File: src/euvf_pkg.sv
// Shared types, constants and codes for the encoder unwrap and velocity filter.
package euvf_pkg;

  localparam int DT_WIDTH_DEF      = 24;
  localparam int VEL_FRAC_BITS_DEF = 12;

  localparam int CFG_IDX_W  = 2;
  localparam int CFG_DATA_W = 17;
  localparam int OUT_W      = 88;

  localparam logic [CFG_IDX_W-1:0] CFG_CPR    = 2'd0;
  localparam logic [CFG_IDX_W-1:0] CFG_RANGE  = 2'd1;
  localparam logic [CFG_IDX_W-1:0] CFG_ALPHA  = 2'd2;
  localparam logic [CFG_IDX_W-1:0] CFG_INVERT = 2'd3;

  localparam logic [2:0] ST_UPDATED  = 3'd0;
  localparam logic [2:0] ST_SKIPPED  = 3'd1;
  localparam logic [2:0] ST_REJECTED = 3'd2;
  localparam logic [2:0] ST_RECOVER  = 3'd3;
  localparam logic [2:0] ST_ZEROED   = 3'd4;

  localparam logic [15:0] CPR_RESET    = 16'd4096;
  localparam logic [15:0] RAW_LIMIT    = 16'd4095;
  localparam logic [1:0]  REJECT_LIMIT = 2'd3;
  localparam logic [16:0] ALPHA_ONE    = 17'h10000;
  localparam logic [19:0] USEC_PER_SEC = 20'd1000000;
  localparam logic [47:0] VEL_MAX      = 48'h7FFF_FFFF_FFFF;

  typedef struct packed {
    logic load;
    logic simple;
    logic unwrap;
    logic div_start;
    logic sat;
    logic diff;
    logic mul_hi;
    logic mul_lo;
    logic sum;
    logic ema;
    logic emit;
  } euvf_cmd_t;

  typedef struct packed {
    logic simple;
    logic div_busy;
  } euvf_sts_t;

endpackage

File: src/euvf_div.sv
// Restoring divider, one quotient bit per cycle.
module euvf_div #(
  parameter int NUM_W = 48,
  parameter int DEN_W = 24
) (
  input  logic             clk,
  input  logic             rst_n,
  input  logic             start,
  input  logic [NUM_W-1:0] dividend,
  input  logic [DEN_W-1:0] divisor,
  output logic             busy,
  output logic [NUM_W-1:0] quotient
);
  localparam int CNT_W = $clog2(NUM_W + 1);

  logic [NUM_W-1:0] quo_r, quo_nxt;
  logic [DEN_W-1:0] rem_r, rem_nxt;
  logic [DEN_W-1:0] dvs_r;
  logic [CNT_W-1:0] cnt_r, cnt_nxt;
  logic             busy_r, busy_nxt;
  logic [DEN_W:0]   rem_sh;
  logic             ge;

  assign rem_sh = {rem_r, quo_r[NUM_W-1]};
  assign ge     = rem_sh >= {1'b0, dvs_r};

  always_comb begin
    quo_nxt  = quo_r;
    rem_nxt  = rem_r;
    cnt_nxt  = cnt_r;
    busy_nxt = busy_r;
    if (start) begin
      quo_nxt  = dividend;
      rem_nxt  = '0;
      cnt_nxt  = CNT_W'(NUM_W);
      busy_nxt = 1'b1;
    end else if (busy_r) begin
      rem_nxt = ge ? DEN_W'(rem_sh - {1'b0, dvs_r}) : rem_sh[DEN_W-1:0];
      quo_nxt = {quo_r[NUM_W-2:0], ge};
      cnt_nxt = cnt_r - 1'b1;
      if (cnt_r == CNT_W'(1)) begin
        busy_nxt = 1'b0;
      end
    end
  end

  always_ff @(posedge clk) begin
    if (!rst_n) begin
      busy_r <= 1'b0;
      cnt_r  <= '0;
    end else begin
      busy_r <= busy_nxt;
      cnt_r  <= cnt_nxt;
    end
  end

  always_ff @(posedge clk) begin
    quo_r <= quo_nxt;
    rem_r <= rem_nxt;
    if (start) begin
      dvs_r <= divisor;
    end
  end

  assign busy     = busy_r;
  assign quotient = quo_r;

endmodule

File: src/euvf_dp.sv
// Datapath: configuration, tracking state, unwrap, divider and velocity average.
module euvf_dp #(
  parameter int DT_WIDTH      = euvf_pkg::DT_WIDTH_DEF,
  parameter int VEL_FRAC_BITS = euvf_pkg::VEL_FRAC_BITS_DEF
) (
  input  logic                                clk,
  input  logic                                rst_n,
  input  logic                                cfg_we,
  input  logic [euvf_pkg::CFG_IDX_W-1:0]      cfg_index,
  input  logic [euvf_pkg::CFG_DATA_W-1:0]     cfg_data,
  input  logic [((DT_WIDTH+17+7)/8)*8-1:0]    in_tdata,
  input  euvf_pkg::euvf_cmd_t                 cmd,
  output euvf_pkg::euvf_sts_t                 sts,
  output logic [euvf_pkg::OUT_W-1:0]          out_tdata
);
  import euvf_pkg::*;

  localparam int NUM_W = 36 + VEL_FRAC_BITS;
  localparam int QX_W  = (NUM_W > 48) ? NUM_W : 48;

  // configuration
  logic [15:0] cpr_r;
  logic        range_r;
  logic [16:0] alpha_r;
  logic        invert_r;

  // tracking state
  logic [15:0] last_raw_r;
  logic [31:0] pos_r;
  logic [47:0] avg_r;
  logic [1:0]  rej_cnt_r;

  // item registers
  logic              op_r;
  logic [15:0]       raw_r;
  logic [DT_WIDTH-1:0] dt_r;
  logic [15:0]       d_r;
  logic [2:0]        status_r;
  logic [47:0]       inst_r;
  logic              dneg_r;
  logic [47:0]       mag_r;
  logic [48:0]       prod_hi_r;
  logic [16:0]       prod_lo_r;
  logic [48:0]       prod_r;

  // output payload
  logic [31:0] pos_o_r;
  logic [47:0] vel_o_r;
  logic [2:0]  st_o_r;

  always_ff @(posedge clk) begin
    if (!rst_n) begin
      cpr_r    <= CPR_RESET;
      range_r  <= 1'b1;
      alpha_r  <= '0;
      invert_r <= 1'b0;
    end else if (cfg_we) begin
      case (cfg_index)
        CFG_CPR:    cpr_r    <= cfg_data[15:0];
        CFG_RANGE:  range_r  <= cfg_data[0];
        CFG_ALPHA:  alpha_r  <= cfg_data;
        CFG_INVERT: invert_r <= cfg_data[0];
        default: ;
      endcase
    end
  end

  // classification of the held beat
  logic is_reject;
  assign is_reject  = range_r && (raw_r > RAW_LIMIT);
  assign sts.simple = op_r || (dt_r == '0) || is_reject;

  logic [1:0] rej_inc;
  assign rej_inc = rej_cnt_r + 2'd1;

  // unwrap the wrapped difference into the nearest turn
  logic [15:0] d0, d1, d2;
  logic [16:0] halfx;
  logic        gt, lt;
  always_comb begin
    halfx = {2'b00, cpr_r[15:1]};
    d0    = raw_r - last_raw_r;
    gt    = $signed({d0[15], d0}) > $signed(halfx);
    d1    = gt ? d0 - cpr_r : d0;
    lt    = $signed({d1[15], d1}) < $signed(17'd0 - halfx);
    d2    = lt ? d1 + cpr_r : d1;
  end

  // dividend: |d| * 1e6 scaled by the fraction bits
  logic [15:0]      dmag;
  logic [35:0]      dprod;
  logic [NUM_W-1:0] dividend;
  logic [NUM_W-1:0] quotient;
  assign dmag     = d_r[15] ? 16'(16'd0 - d_r) : d_r;
  assign dprod    = dmag * USEC_PER_SEC;
  assign dividend = NUM_W'(dprod) << VEL_FRAC_BITS;

  euvf_div #(
    .NUM_W (NUM_W),
    .DEN_W (DT_WIDTH)
  ) u_div (
    .clk      (clk),
    .rst_n    (rst_n),
    .start    (cmd.div_start),
    .dividend (dividend),
    .divisor  (dt_r),
    .busy     (sts.div_busy),
    .quotient (quotient)
  );

  // saturate quotient; the sign is applied when inst_r is registered
  logic [QX_W-1:0] q_ext;
  logic [47:0]     q_sat;
  assign q_ext = QX_W'(quotient);
  assign q_sat = (q_ext > QX_W'(VEL_MAX)) ? VEL_MAX : q_ext[47:0];

  // difference to the running average
  logic [48:0] diff;
  assign diff = {inst_r[47], inst_r} - {avg_r[47], avg_r};

  // shared 17x32 multiplier for the two halves of the blend product
  logic [16:0] alpha_c;
  logic [31:0] mul_b;
  logic [48:0] mul_p;
  assign alpha_c = (alpha_r > ALPHA_ONE) ? ALPHA_ONE : alpha_r;
  assign mul_b   = cmd.mul_lo ? {16'd0, mag_r[15:0]} : mag_r[47:16];
  assign mul_p   = alpha_c * mul_b;

  logic [48:0] avg_sum;
  assign avg_sum = dneg_r ? ({avg_r[47], avg_r} - prod_r) : ({avg_r[47], avg_r} + prod_r);

  always_ff @(posedge clk) begin
    if (!rst_n) begin
      last_raw_r <= '0;
      pos_r      <= '0;
      avg_r      <= '0;
      rej_cnt_r  <= '0;
    end else if (cmd.simple) begin
      if (op_r) begin
        last_raw_r <= raw_r;
        pos_r      <= '0;
        avg_r      <= '0;
      end else if ((dt_r != '0) && (rej_inc >= REJECT_LIMIT)) begin
        rej_cnt_r <= '0;
      end else if (dt_r != '0) begin
        rej_cnt_r <= rej_inc;
      end
    end else if (cmd.unwrap) begin
      last_raw_r <= raw_r;
      pos_r      <= pos_r + {{16{d2[15]}}, d2};
      rej_cnt_r  <= '0;
    end else if (cmd.ema) begin
      avg_r <= avg_sum[47:0];
    end
  end

  always_ff @(posedge clk) begin
    if (cmd.load) begin
      op_r  <= in_tdata[0];
      raw_r <= in_tdata[16:1];
      dt_r  <= in_tdata[DT_WIDTH+16:17];
    end
    if (cmd.simple) begin
      if (op_r) begin
        status_r <= ST_ZEROED;
      end else if (dt_r == '0) begin
        status_r <= ST_SKIPPED;
      end else if (rej_inc >= REJECT_LIMIT) begin
        status_r <= ST_RECOVER;
      end else begin
        status_r <= ST_REJECTED;
      end
    end
    if (cmd.unwrap) begin
      d_r      <= d2;
      status_r <= ST_UPDATED;
    end
    if (cmd.sat) begin
      inst_r <= d_r[15] ? 48'(48'd0 - q_sat) : q_sat;
    end
    if (cmd.diff) begin
      dneg_r <= diff[48];
      mag_r  <= diff[48] ? 48'(49'd0 - diff) : diff[47:0];
    end
    if (cmd.mul_hi) begin
      prod_hi_r <= mul_p;
    end
    if (cmd.mul_lo) begin
      prod_lo_r <= mul_p[32:16];
    end
    if (cmd.sum) begin
      prod_r <= prod_hi_r + {32'd0, prod_lo_r};
    end
    if (cmd.emit) begin
      pos_o_r <= invert_r ? 32'(32'd0 - pos_r) : pos_r;
      vel_o_r <= invert_r ? 48'(48'd0 - avg_r) : avg_r;
      st_o_r  <= status_r;
    end
  end

  assign out_tdata = {5'd0, st_o_r, vel_o_r, pos_o_r};

endmodule

File: src/euvf_ctrl.sv
// Controller: one beat through decode, divide and blend if needed, output.
module euvf_ctrl (
  input  logic                 clk,
  input  logic                 rst_n,
  input  logic                 in_tvalid,
  output logic                 in_tready,
  output logic                 out_tvalid,
  input  logic                 out_tready,
  input  euvf_pkg::euvf_sts_t  sts,
  output euvf_pkg::euvf_cmd_t  cmd
);
  import euvf_pkg::*;

  localparam logic [3:0] S_IDLE   = 4'd0;
  localparam logic [3:0] S_DEC    = 4'd1;
  localparam logic [3:0] S_DIV_GO = 4'd2;
  localparam logic [3:0] S_DIV    = 4'd3;
  localparam logic [3:0] S_DIFF   = 4'd4;
  localparam logic [3:0] S_MUL_HI = 4'd5;
  localparam logic [3:0] S_MUL_LO = 4'd6;
  localparam logic [3:0] S_SUM    = 4'd7;
  localparam logic [3:0] S_EMA    = 4'd8;
  localparam logic [3:0] S_OUT    = 4'd9;

  logic [3:0] state_r, state_nxt;
  logic       ovalid_r, ovalid_nxt;
  logic       out_free;

  assign in_tready  = (state_r == S_IDLE);
  assign out_tvalid = ovalid_r;
  assign out_free   = !ovalid_r || out_tready;

  always_comb begin
    state_nxt = state_r;
    cmd       = '0;
    case (state_r)
      S_IDLE: begin
        if (in_tvalid) begin
          cmd.load  = 1'b1;
          state_nxt = S_DEC;
        end
      end
      S_DEC: begin
        if (sts.simple) begin
          cmd.simple = 1'b1;
          state_nxt  = S_OUT;
        end else begin
          cmd.unwrap = 1'b1;
          state_nxt  = S_DIV_GO;
        end
      end
      S_DIV_GO: begin
        cmd.div_start = 1'b1;
        state_nxt     = S_DIV;
      end
      S_DIV: begin
        // hold until the last quotient bit is in
        if (!sts.div_busy) begin
          cmd.sat   = 1'b1;
          state_nxt = S_DIFF;
        end
      end
      S_DIFF: begin
        cmd.diff  = 1'b1;
        state_nxt = S_MUL_HI;
      end
      S_MUL_HI: begin
        cmd.mul_hi = 1'b1;
        state_nxt  = S_MUL_LO;
      end
      S_MUL_LO: begin
        cmd.mul_lo = 1'b1;
        state_nxt  = S_SUM;
      end
      S_SUM: begin
        cmd.sum   = 1'b1;
        state_nxt = S_EMA;
      end
      S_EMA: begin
        cmd.ema   = 1'b1;
        state_nxt = S_OUT;
      end
      S_OUT: begin
        if (out_free) begin
          cmd.emit  = 1'b1;
          state_nxt = S_IDLE;
        end
      end
      default: begin
        state_nxt = S_IDLE;
      end
    endcase
  end

  always_comb begin
    ovalid_nxt = ovalid_r;
    if (cmd.emit) begin
      ovalid_nxt = 1'b1;
    end else if (out_tready) begin
      ovalid_nxt = 1'b0;
    end
  end

  always_ff @(posedge clk) begin
    if (!rst_n) begin
      state_r  <= S_IDLE;
      ovalid_r <= 1'b0;
    end else begin
      state_r  <= state_nxt;
      ovalid_r <= ovalid_nxt;
    end
  end

endmodule

File: src/encoder_unwrap_velocity_filter.sv
// Top level of the multi-turn encoder unwrap with filtered velocity.
// Each input beat is taken while the block is idle and yields exactly one output beat.
// A zero calibration, a skipped beat (dt_us of zero) or a rejected reading goes
// from decode straight to the result register. A normal sample runs through
// decode, the restoring divider that forms |d| * 1e6 * 2^VEL_FRAC_BITS / dt_us
// one quotient bit per cycle, the two halves of the alpha blend on one shared
// multiplier and the average update. The next beat is accepted while a finished
// result still waits in the output register. Write configuration only while idle.
module encoder_unwrap_velocity_filter #(
  parameter int DT_WIDTH      = euvf_pkg::DT_WIDTH_DEF,
  parameter int VEL_FRAC_BITS = euvf_pkg::VEL_FRAC_BITS_DEF
) (
  input  logic                               clk,
  input  logic                               rst_n,
  input  logic                               cfg_we,
  input  logic [euvf_pkg::CFG_IDX_W-1:0]     cfg_index,
  input  logic [euvf_pkg::CFG_DATA_W-1:0]    cfg_data,
  input  logic                               in_tvalid,
  output logic                               in_tready,
  // op [0], raw_angle [16:1], dt_us [DT_WIDTH+16:17], zero padding above
  input  logic [((DT_WIDTH+17+7)/8)*8-1:0]   in_tdata,
  output logic                               out_tvalid,
  input  logic                               out_tready,
  // position_counts [31:0], velocity_cps [79:32], status [82:80], zero padding above
  output logic [euvf_pkg::OUT_W-1:0]         out_tdata
);
  import euvf_pkg::*;

  euvf_cmd_t cmd;
  euvf_sts_t sts;

  euvf_ctrl u_ctrl (
    .clk        (clk),
    .rst_n      (rst_n),
    .in_tvalid  (in_tvalid),
    .in_tready  (in_tready),
    .out_tvalid (out_tvalid),
    .out_tready (out_tready),
    .sts        (sts),
    .cmd        (cmd)
  );

  euvf_dp #(
    .DT_WIDTH      (DT_WIDTH),
    .VEL_FRAC_BITS (VEL_FRAC_BITS)
  ) u_dp (
    .clk       (clk),
    .rst_n     (rst_n),
    .cfg_we    (cfg_we),
    .cfg_index (cfg_index),
    .cfg_data  (cfg_data),
    .in_tdata  (in_tdata),
    .cmd       (cmd),
    .sts       (sts),
    .out_tdata (out_tdata)
  );

endmodule

File: config.mk
export PLATFORM = sky130hd
export DESIGN_NAME = encoder_unwrap_velocity_filter
export DESIGN_NICKNAME = d
export VERILOG_FILES = /design/src/euvf_pkg.sv /design/src/euvf_div.sv /design/src/euvf_dp.sv /design/src/euvf_ctrl.sv /design/src/encoder_unwrap_velocity_filter.sv
export SDC_FILE = /design/constraint.sdc
export NUM_CORES = 2
export LEC_CHECK = 0
export ABC_AREA = 1
export BUFFER_PORTS_ARGS = -buffer_cell sky130_fd_sc_hd__buf_2
export CAP_MARGIN = 20
export CORE_MARGIN = 1.5
export CORE_UTILIZATION = 60
export CTS_BUF_LIST = sky130_fd_sc_hd__clkbuf_8 sky130_fd_sc_hd__clkbuf_16
export CTS_CLUSTER_SIZE = 40
export DETAILED_ROUTE_END_ITERATION = 6
export PLACE_DENSITY = 0.85
export SETUP_SLACK_MARGIN = 0.15
export SKIP_LAST_GASP = 1
export SLEW_MARGIN = 20
export SYNTH_ARGS = -nofsm -noshare
export SYNTH_HDL_FRONTEND = slang
export SYNTH_SLANG_ARGS = --single-unit
File: constraint.sdc
create_clock -name clk -period 25.3 [get_ports clk]
set_input_delay 7.59 -clock clk [delete_from_list [all_inputs] [get_ports clk]]
set_output_delay 7.59 -clock clk [all_outputs]
set_load 0.03 [all_outputs]
# Word-level counts from Yosys, hierarchy flattened
# Index checks and enable logic that the tools add are counted.
[word_totals]
reg_bits = 594
in_bits = 72
[op_classes]
n_addsub = 17
n_mul = 2
order_cmp = 7
eq_ne = 20
muxes = 59
n_bitwise = 1
n_reduce_logical = 23
[op_table]
columns = ["operator", "count"]
rows = [
  ["$mux 48", 11],
  ["$mux 32", 5],
  ["$sub 1x48->48 const A", 3],
  ["$mux 16", 6],
  ["$sub 48x48->49", 1],
  ["$add 48x17->48", 1],
  ["$add 48x48->48", 1],
  ["$gt 48x47->1 const B", 1],
  ["$mul 17x32->48", 1],
  ["$sub 48x48->48", 1],
  ["$pmux 4 s10", 1],
  ["$add 32x32->32", 1],
  ["$sub 1x32->32 const A", 1],
  ["$sub 16x16->16", 2],
  ["$mul 16x14->30 const B", 1],
  ["$ge 25x24->1", 1],
  ["$logic_not 24->1", 1],
  ["$mux 24", 1],
  ["$reduce_bool 24->1", 1],
  ["$sub 24x24->24", 1],
  ["$mux 1", 20],
  ["$gt 17x17->1 const B", 1],
  ["$mux 17", 1],
  ["$add 16x16->16", 1],
  ["32 further kinds", 64],
]

# Logic depth before layout (Yosys ltp)
[depth]
ltp_word = 8
depth_mapped = 66

# Modules after synthesis
# Synthesis repeated with hierarchy kept, for this count alone.
[unflattened]
hier_cells = 7494
hier_area_um2 = 59995.0
[modules_own_cells]
columns = ["module", "instances", "cells_each", "area_each_um2", "seq_area_each_um2"]
rows = [
  ["euvf_dp", 1, 6603, 53536.3, 13232.7],
  ["euvf_div", 1, 826, 6089.6, 2782.7],
  ["euvf_ctrl", 1, 65, 369.1, 100.1],
]

# Worst setup path after synthesis
# Ideal clock, no wire load.
[synth_timing]
path_type = "input to register"
startpoint = "input port out_tready"
endpoint = "register u_dp.pos_o_r[0] (enable)"
setup_ns = 0.729
arrival_ns = 15.455
required_time_ns = 24.571
path_slack_ns = 9.116
cell_stages = 2
cell_sequence = "nor2_1 > nor4_1"
[synth_rtl]
columns = ["element", "line_no", "rtl"]
rows = [
  ["from (decl)", "encoder_unwrap_velocity_filter.sv:23", "input logic out_tready,"],
  ["to (signal assigned)", "euvf_dp.sv:195", "pos_o_r <= invert_r ? 32'(32'd0 - pos_r) : pos_r;"],
  ["to (decl)", "euvf_dp.sv:47", "logic [31:0] pos_o_r;"],
]

# Worst setup path after layout
[layout_timing]
startpoint = "register u_dp.raw_r[0]"
endpoint = "register u_dp.pos_r[21]"
[layout_via]
elab_chain_cells = 8
elab_cells_between_ends = 19
[layout_rtl]
columns = ["element", "line_no", "rtl"]
rows = [
  ["from (decl)", "euvf_dp.sv:35", "logic [15:0] raw_r;"],
  ["from (signal assigned)", "euvf_dp.sv:160", "raw_r <= in_tdata[16:1];"],
  ["$sub 16x16->16 (*)", "euvf_dp.sv:82", "d0 = raw_r - last_raw_r;"],
  ["$sub 16x16->16 / $gt 16x16->1 (equally long branches)", "euvf_dp.sv:84, euvf_dp.sv:83", ""],
  ["$mux 16 (*)", "euvf_dp.sv:84", "d1 = gt ? d0 - cpr_r : d0;"],
  ["$add 16x16->16 / $lt 16x16->1 (equally long branches)", "euvf_dp.sv:86, euvf_dp.sv:85", ""],
  ["$mux 16 (*)", "euvf_dp.sv:86", "d2 = lt ? d1 + cpr_r : d1;"],
  ["named net u_dp.d2[1]", "euvf_dp.sv:77", "logic [15:0] d0, d1, d2;"],
  ["$add 32x32->32 (*)", "euvf_dp.sv:150", "pos_r <= pos_r + {{16{d2[15]}}, d2};"],
  ["$mux 32 (*)", "euvf_dp.sv:148", "end else if (cmd.unwrap) begin"],
  ["$mux 32 (*)", "euvf_dp.sv:138", "end else if (cmd.simple) begin"],
  ["to (signal assigned)", "euvf_dp.sv:150", ""],
  ["to (decl)", "euvf_dp.sv:29", "logic [31:0] pos_r;"],
]
# Mark *: on every way through the listed nets, which the timed path passes. The rest lies on a longest branch. The select of a mux whose other input is x is not followed.
# A chain may end at the register's enable or synchronous reset.

==> run metrics <==
DRC Markers=0; gpl congestion=1.01; CTS resizes=0; Net Sw Frac=42.8%; fillers=8134; Post-CTS Setup Repair Bufs=0; Synth Instances=7239; setup TNS=0 ns; Net Switching=1.92 mW; ranking of synthesized cells by area=edfxtp_1, fa_1, ha_1; upper clock frequency limit=103 MHz; largest net degree at the start of global routing=84; Crit Path Max Fanout=27; number of antenna violations at the first check in global routing=1; Comb pwr share=51.0%; GR Util All Layers=32.4%; status=finished, final reports clean; Hold Crit Class=flip-flop to flip-flop; length of the first detailed-routing pass in iterations=7; Clock Pin Slew Worst Setup and Hold Paths=0.06 ns; Netlist Area Pre-Place=58900 sq um; maximum vdd drop=103 uV; Worst-Margin Slew=1.04 ns; Clk pwr share=23.1%; core area=97000 sq um; Slowest-stage cell, CP=a2111oi_0; Hold Slack=0.429 ns; Final Hold Vio Count=0; clock latency on the worst-skew pair=0.64 ns; Setup crit start kind=flip-flop; cell row count=114; Crit path largest cell delay=0.63 ns; count leader, synth=nand2_1; sequential-to-total area share from yosys stat=27.1%; routed len/inst=18.5 microns; worst-case clock buffer depth=3; unrepaired setup endpoints after global routing=no; antenna-violating nets left=0; Final Max Slew Viols=0; hold_buf cts=0; global-route wire length before repair=256000 microns; Vias/cell=5.73; Power per Cell Area=70.7 nW/um^2; Non-Filler Instances=8670; die width=316 microns; max_cap viols=0; Flop pwr share=25.9%; CP arrival=10.32 ns; H-tree Lvls=3; die height=316 microns; starting density of the core=60.7%; Final Util=65.5%; slew margin rel.=30.1%; port buffer count=149; total CTS buffers=66; yosys warns=0; Leakage=29.8 nW; placed insts=8545; CP Class=flip-flop to flip-flop; layout cells sized above 1=6.28%; hpwl dp=128000 microns; worst clock skew=0.0406 ns; final worst path period need=9.75 ns; FFs w/ async S/R, synth=0%; Tcrit/Tclk final=38.5%; final WL=160000 microns; area grow syn2layout=7.83%; CTS root buffer=clkbuf_16; drt first-iter violations=4705; total chip power=4.49 mW; vias in the first global route=49.6k; Setup violations, final=0; CTS tree=yes; WP data required=25.87 ns; #FFs+latches synth=594; Post-synth EDFFs=404; total grt overflow=0; via count=49.7k; leading area contributor after synthesis=edfxtp_1; Synth top area share=20.6%; I/O Pins=162; most frequent cells after synthesis=nand2_1, inv_1, nor2_1, a21oi_1, fa_1; Distinct cells, synth=72; Die ar.=100000 sq um; CTS sink cnt=594; Crit. End Element=flip-flop; Top FF cell, synth=edfxtp_1; syn_area_per_cell=8.14 sq um; NumNets Final=8406; Pint=2.57 mW
power by group through the flow:
stage / combinational [mW] / clock [mW] / sequential (mW)
floorplan: 1.70 / 0 / 1.18
global placement: 2.16 / 0 / 1.18
detailed placement: 2.24 / 0 / 1.18
CTS: 2.26 / 1.05 / 1.16
global route: 2.58 / 1.09 / 1.16
finish: 2.29 / 1.04 / 1.16
metrics by stage:
| stage | area, sq um | setup slack [ns] |
|---|---|---|
| final | 63500 | 15.55 |
| after global routing | 63500 | 14.46 |
| after CTS | 63500 | 15.68 |
| after detailed placement | 61100 | 15.72 |
| after global placement | 61100 | 15.74 |
| after floorplan | 58900 | 9.12 |
kinds of logic (layout without fill, tap and decap cells):
family,count (synthesis),in the layout,synth area share [%]
XOR/XNOR,454,454,6.80
AND/OR/NAND/NOR,2529,2529,17.8
buffers and inverters,1507,1657,9.64
other,1,6,0.00637
flip-flops,594,594,27.1
AO/OA/AOI/OAI,1159,1159,11.0
adder cells (fa/ha/maj),995,995,27.6
final cells by class:
class / count / area, sq um / share of cell area, %
Antenna cell: 1 / 2.50 / 0.00394
Clock buffer: 71 / 1750 / 2.76
Clock inverter: 51 / 601 / 0.946
Inverter: 1327 / 4980 / 7.84
Multi-Input combinational cell: 5142 / 37400 / 58.9
Sequential cell: 594 / 15900 / 25.1
Tap cell: 1276 / 1600 / 2.51
Timing Repair Buffer: 208 / 1220 / 1.92
flip-flops by register name (all words and copies together) (netlist names), 32 cells and up:
signal / flops
u_dp.inst_r: 48
u_dp.vel_o_r: 48
u_dp.pos_r: 32
u_dp.mag_r: 48
u_dp.prod_r: 48
u_dp.pos_o_r: 32
u_dp.u_div.quotient: 48
u_dp.avg_r: 48
u_dp.prod_hi_r: 48
layout by cell type, fill, tap and decap left out, drive strengths merged, types with 119 or more instances in the layout:
cell type,Yosys,layout
fa,511,511
buf,15,208
inv,1317,1328
dfxtp,190,190
edfxtp,404,404
nand3,153,153
ha,484,484
nand2,1441,1441
o21ai,375,375
xnor2,119,119
xor2,335,335
a21oi,554,554
nor2,694,694
routing by layer:
layer | routed length, microns | part of all wire, % | vias up | track usage, %
met5 | 0 | 0 | - | 0
met3 | 11600 | 7.2 | 457 | 4.53
li1 | - | - | 23300 | -
met4 | 7610 | 4.7 | 0 | 14.3
met1 | 63500 | 40 | 23800 | 40.9
met2 | 77600 | 48 | 2041 | 55.3
worst max-delay path: cells and delay by family, from the launching register on:
| kind | cells | cell delay [ns] |
|---|---|---|
| compound gates | 21 | 4.55 |
| simple gates | 19 | 2.43 |
| fa+ha+maj | 5 | 1.28 |
| buf+inv | 6 | 0.66 |
| xor+xnor | 1 | 0.37 |
| flops | 1 | 0.32 |
final timing paths:
path	to	depth (start not counted)	slack (ns)	start
setup / recovery	u_dp.pos_r[21]	52	15.55	u_dp.raw_r[0]
hold / removal	u_dp.st_o_r[0]	0	0.43	u_dp.status_r[0]
setup reg to reg	u_dp.pos_r[21]	52	15.55	u_dp.raw_r[0]
hold reg to reg	u_dp.st_o_r[0]	0	0.43	u_dp.status_r[0]
No activity file was read; power rests on OpenSTA's default activity.
